==> src/kls_pkg.sv <==
// kls_pkg: shared types and widths for the k-th largest selection block.
// No dependencies; used by kls_cell and kth_largest_selection.
package kls_pkg;

   localparam int VALUE_W = 32;
   localparam int CFG_W   = 7;

   typedef logic signed [VALUE_W-1:0] value_type;

   // What one cell hands to the next one down the row
   typedef struct packed {
      logic      valid;
      logic      take;
      value_type value;
   } link_type;

endpackage

==> src/kls_cell.sv <==
// kls_cell: one entry of the descending sorted row, with its compare-and-shift step.
// Depends on kls_pkg.
module kls_cell
   import kls_pkg::*;
(
   input  logic      clock,
   input  logic      reset,
   input  logic      clear,
   input  logic      shift_en,
   input  logic      active,
   input  value_type in_value,
   input  link_type  prev,
   output link_type  this_link
);

   logic      valid_ff, valid_in;
   value_type value_ff, value_in;
   logic      greater;
   logic      take;

   // an empty entry counts as smaller than anything
   assign greater = !valid_ff || (in_value > value_ff);
   assign take    = active && greater;

   // a shifted-in entry keeps the validity of the entry it came from
   always_comb begin
      valid_in = valid_ff;
      value_in = value_ff;
      if (clear) begin
         valid_in = 1'b0;
      end else if (shift_en && take) begin
         valid_in = prev.take ? prev.valid : 1'b1;
         value_in = prev.take ? prev.value : in_value;
      end
   end

   always_ff @(posedge clock) begin
      if (reset) begin
         valid_ff <= 1'b0;
      end else begin
         valid_ff <= valid_in;
      end
   end

   always_ff @(posedge clock) begin
      value_ff <= value_in;
   end

   assign this_link.valid = valid_ff;
   assign this_link.take  = take;
   assign this_link.value = value_ff;

endmodule

==> config.mk <==
export PLATFORM = sky130hd
export DESIGN_NAME = kls_cell
export DESIGN_NICKNAME = d
export VERILOG_FILES = /design/src/kls_pkg.sv /design/src/kls_cell.sv
export SDC_FILE = /design/constraint.sdc
export NUM_CORES = 1
export LEC_CHECK = 0
export ABC_AREA = 1
export BUFFER_PORTS_ARGS = -buffer_cell sky130_fd_sc_hd__buf_2
export CORE_MARGIN = 2
export CORE_UTILIZATION = 47
export CTS_CLUSTER_SIZE = 16
export DETAILED_ROUTE_END_ITERATION = 12
export GPL_ROUTABILITY_DRIVEN = 1
export HOLD_SLACK_MARGIN = 0.03
export PLACE_DENSITY_LB_ADDON = 0.15
export SYNTH_ARGS = -nofsm -noshare
export SYNTH_HDL_FRONTEND = slang
export SYNTH_SLANG_ARGS = --single-unit
==> constraint.sdc <==
create_clock -name clock -period 4.36 [get_ports clock]
set_clock_uncertainty 0.1 [all_clocks]
set_input_delay 0.872 -clock clock [delete_from_list [all_inputs] [get_ports clock]]
set_output_delay 0.872 -clock clock [all_outputs]
set_load 0.01 [all_outputs]
* After elaboration in Yosys (flattened, before gate mapping) *
Index checks and enable logic that the tools add are counted.

storage, ports and cells
  bits in latches = 0
  flip-flop bits (word level) = 33
  memories kept = 0
  ROM bits = 0
  output and inout port bits = 34
  RAM bits = 0
  word-level logic and storage cells = 12

cells by class
  div/mod/pow operators = 0
  equal/unequal tests = 0
  multiply operators = 0
  multiplexer cells = 2
  bitwise gates (word level) = 1
  magnitude comparators = 1
  add/subtract/negate cells = 0
  shifts and indexed selects = 0
  reduce and logical (&&, ||, !) cells = 6

operator list
  kind                 count
  > comparator 32 bit  1
  two-way mux 32 bit   1
  logical AND 1 bit    2
  AND reduction 2 bit  1
  OR reduction 2 bit   1
  logical NOT 1 bit    1
  logical OR 1 bit     1
  two-way mux 1 bit    1
  inverter 1 bit       1

* Depth between registers and ports, before layout *
  depth after elaboration = 5
  depth in mapped cells = 19
  mapped depth without buffers = 19

* Least setup slack after synthesis *
Ideal clock, no wire load.

  path type = in2reg
  from = in in_value[31]
  to = reg value_ff[0], enable pin
  path buffers = 0
  arrival time = 3.412 ns
  setup slack = 0.427 ns
  stages on the path = 13
  library setup time = 0.421 ns
  path through = ha_1 > nand2_1 > inv_1 > nand3_2 > nor2_2 > nand3_2 > nor2_2 > nand2_1 > a21oi_2 > nand2_1 > a21boi_2 > nand2_1 > nor2_1

between the ends
  longest elaborated chain between the ends = 5

ends and longest elaborated chain
  element                               line            text
  from (decl)                           kls_cell.sv:11  input value_type in_value,
  > comparator 32 bit                   kls_cell.sv:22  assign greater = !valid_ff || (in_value > value_ff);
  logical OR 1 bit                      kls_cell.sv:22
  logical AND 1 bit                     kls_cell.sv:23  assign take = active && greater;
  named net take                        kls_cell.sv:19  logic take;
  logical AND 1 bit                     kls_cell.sv:31  end else if (shift_en && take) begin
  AND reduction 2 bit (no source line)  -
  to (signal assigned)                  kls_cell.sv:46  value_ff <= value_in;
  to (decl)                             kls_cell.sv:17  value_type value_ff, value_in;

The timed path passes the listed nets, and every way through them passes these cells.
A chain may end at the register's enable or synchronous reset.

==> run summary <==
The hold buffer count at cts came out at 0. After detailed routing, the total wire length is 5086 um. The first global-routing pass estimated 7969 um of wire. The initial antenna violation count is 0. The effective utilization at floorplan is 49.32%.

The total count of hold-check failures in the final report came out at 0. The layout net count came out at 506. The number of warning messages in the yosys log came out at 0.

The number of H-tree branching levels is 2. The library cell occupying the most area in the post-synthesis netlist is edfxtp_1. The critical path is of the in2out type. Cells fill 63.87% of the core in the end. Power spread over the standard cell area amounts to 260.9 nW/um2.

The internal power of the cells totals 0.0005960 W. The core area is 4755 um2. The overall track demand over capacity in global routing is 18.74%. Synthesis produced 299 cells. The clock tree root buffer cell is clkbuf_8.

The flow ran to the end, and the final reports show no timing, DRC or antenna violations. Timing would allow up to 298.8 MHz. The worst hold path passes through 4 cells.

The iteration count of the initial detailed-routing pass is 4. At the end of routability-driven placement, the weighted congestion stood at 0.8083. The fraction of final layout cells with drive strength greater than 1 is 30.45%. The proportion of netlist area held by the largest area contributor is 40.98%.

The clock reaches the later pin of the worst-skew pair after 0.28 ns. The netlist uses 23 different library cells. The switching power summed over all nets is 0.0001962 W. The worst register-to-register path begins at value_ff[31]. The synthesized flop and latch total came out at 33. The maximum fanout along the worst path came out at 2. The post-synthesis to final-layout area growth is 29.51%. In this run the vertical extent of the chip is 74.63 um.

The maximum root-to-sink buffer count came out at 2. The prevailing post-synth register cell is edfxtp_1. Registers are responsible for 46.2% of the overall power. The max-capacitance violation count is 0.

The worst hold-check path type is reg2reg. The leading cell type by number of instances after synthesis is nand2_1. Setup repair after global routing left no endpoint under its margin. Gates resized during post-CTS repair numbered 0. In the final timing run, aggregate negative setup slack is 0 ns. Once detail routing completed, the nets flagged for antenna violations numbered 0.

The DRC violation count after routing is 0. The fill cell instance count of the final layout came out at 440. The sequential fraction of the synthesis area came out at 41.84%.

The final max-slew violation count is 0. The transition at the pin with the smallest max-transition slack is 1.038 ns. The via count of the first global-routing pass came out at 1952.

The average instance area after synthesis is 7.842 um2. The worst hold path terminates at valid_ff. The share of synthesized flip-flops with an asynchronous set or reset came out at 0%.

The number of synthesized flops with an enable pin is 32. The share of total power in the clock network is 35.4%. The wire-length estimate of the detail-placed layout is 3947 um. The slack of the worst reg-to-reg path came out at 1.50 ns.

The initial DRC count is 71. The die width is 74.63 um. The worst register-to-register path ends at value_ff[9]. The clock period minus worst slack came out at 3.346 ns. TritonCTS built the clock tree. In this run the most critical hold path is launched from valid_ff. The analysis attributes to cell leakage a power of 1.712 nW. The relative slew slack came out at 30.70%.

The number of antenna repair diodes is 0. Counting instances in the post-synthesis netlist gives the leading cell types as nand2_1 (132), inv_1 (43), edfxtp_1 (32), ha_1 (32). Buffers inserted during clock tree synthesis total 5. Buffers added to address setup during post-CTS repair amount to 0.

The data arrival time of the critical path came out at 2.37 ns. Counting every net in the synthesized netlist gives 402. The portion of the clock cycle consumed by the worst path in the final layout came out at 76.75%. The number of clock sinks seen by CTS came out at 33. The die covers 5570 um2. The via density per instance came out at 4.537.

The clock-pin slew reported for the worst setup and hold paths after clock tree synthesis is 0.06 ns. The data required time of the worst path is 3.39 ns. The depth of the most critical reg-to-reg path came out at 15.

The synthesized area is 2345 um2. The number of endpoints failing setup at the final stage is 0. The pin count of the biggest net entering global routing came out at 35. Sorting the synthesized cells by area gives the leading types as edfxtp_1 (41%), nand2_1 (21%), ha_1 (17%).

The number of placed I/O pins came out at 105. The floorplan row count is 25. The count of buffers inserted at the top-level ports came out at 104. Dividing the detail-routed wire length by the instance count gives 10.80 um. The combinational share of power came out at 18.4%. The maximum vdd drop came out at 0.1482 mV. The endpoint kind of the worst setup timing path is an output pin. The switching part of the total power is 24.77%.

The via total after detailed routing is 2137. The total overflow reported by the global router is 0. The category of the worst setup path launch point is an input pin.
-- layer usage --
metal  share of wire, %  track usage [%]  vias up  wire [um]
met5                  0                0        -          0
met4               0.87            4.365        0         44
met2                 50            34.22       64       2545
met3                5.1            4.819        5        260
met1                 44            22.10      918       2236
li1                   -                -     1150          -
-- worst max-delay path by stage --
stage,startpoint,to,cells after the start
floorplan,in_value[31],value_ff[0],13
global placement,in_value[31],value_ff[7],15
detailed placement,in_value[31],value_ff[10],15
CTS,in_value[31],this_link[32],13
global route,in_value[27],this_link[32],13
finish,in_value[31],this_link[32],13
-- stage by stage --
step	worst slack (ns)	hold WS, ns	cells	area, um2	power, W
after floorplan	0.4271	0.4700	299	2345	0.0004571
after global placement	0.9710	0.5221	463	2930	0.0005182
after detailed placement	0.8888	0.5086	463	2930	0.0005208
after CTS	1.003	0.5166	471	3037	0.0007997
after global routing	0.8688	0.5889	471	3037	0.0008342
final	1.014	0.5209	471	3037	0.0007922
-- layout by cell type (no fill, tap or decap), types with 2 or more instances in the layout --
cell type / Yosys / routed
buf_2: 0 / 104
nor3_1: 2 / 2
buf_4: 2 / 2
inv_2: 3 / 3
a21o_1: 2 / 2
nand2_1: 132 / 132
nand3_1: 3 / 3
a21oi_1: 12 / 12
inv_1: 43 / 43
clkinv_1: 2 / 3
nor2_1: 12 / 11
nand3_2: 2 / 2
edfxtp_1: 32 / 32
ha_1: 32 / 32
clkbuf_8: 0 / 5
nand4_1: 4 / 4
nor2_2: 2 / 2
-- cell type report --
cell class                      count  area (um2)  area share (%)
Clock buffer                        6       72.57           2.390
Clock inverter                      2       33.78           1.112
Inverter                           48       180.2           5.933
Multi-Input combinational cell    209        1150           37.87
Sequential cell                    33       980.9           32.30
Tap cell                           67       83.83           2.761
Timing Repair Buffer              106       535.5           17.63
-- critical path, cell delays in order --
cell and delay (ns):
buf_2 0.11, ha_1 0.28, nand2_1 0.07, inv_1 0.06, nand3_2 0.07, nor2_2 0.14
nand3_2 0.09, nor2_2 0.09, nand2_1 0.08, a21oi_2 0.12, nand2_1 0.09, a21boi_2 0.15
buf_2 0.15
-- sequential cells by signal, summed over array words and instances, names as in the netlist --
name      count
valid_ff      1
value_ff     32
-- power by group through the flow --
stage | sequential, W | clock, W | combinational [W]
CTS | 0.000366 | 0.000284 | 0.000149
global route | 0.000367 | 0.000297 | 0.000170
global placement | 0.000373 | 0 | 0.000145
detailed placement | 0.000373 | 0 | 0.000148
finish | 0.000366 | 0.000280 | 0.000146
floorplan | 0.000378 | 0 | 0.0000792
-- logic make-up (layout without fill, tap and decap cells) --
logic type,after synthesis,count (layout),share of synthesized area (%)
buffers and inverters,57,162,9.445
AOI/OAI and AO/OA,19,19,4.802
adders and majority gates,32,32,17.08
and+or+nand+nor,158,158,26.84
DFF,33,33,41.84
(Power assumes the default switching activity.)
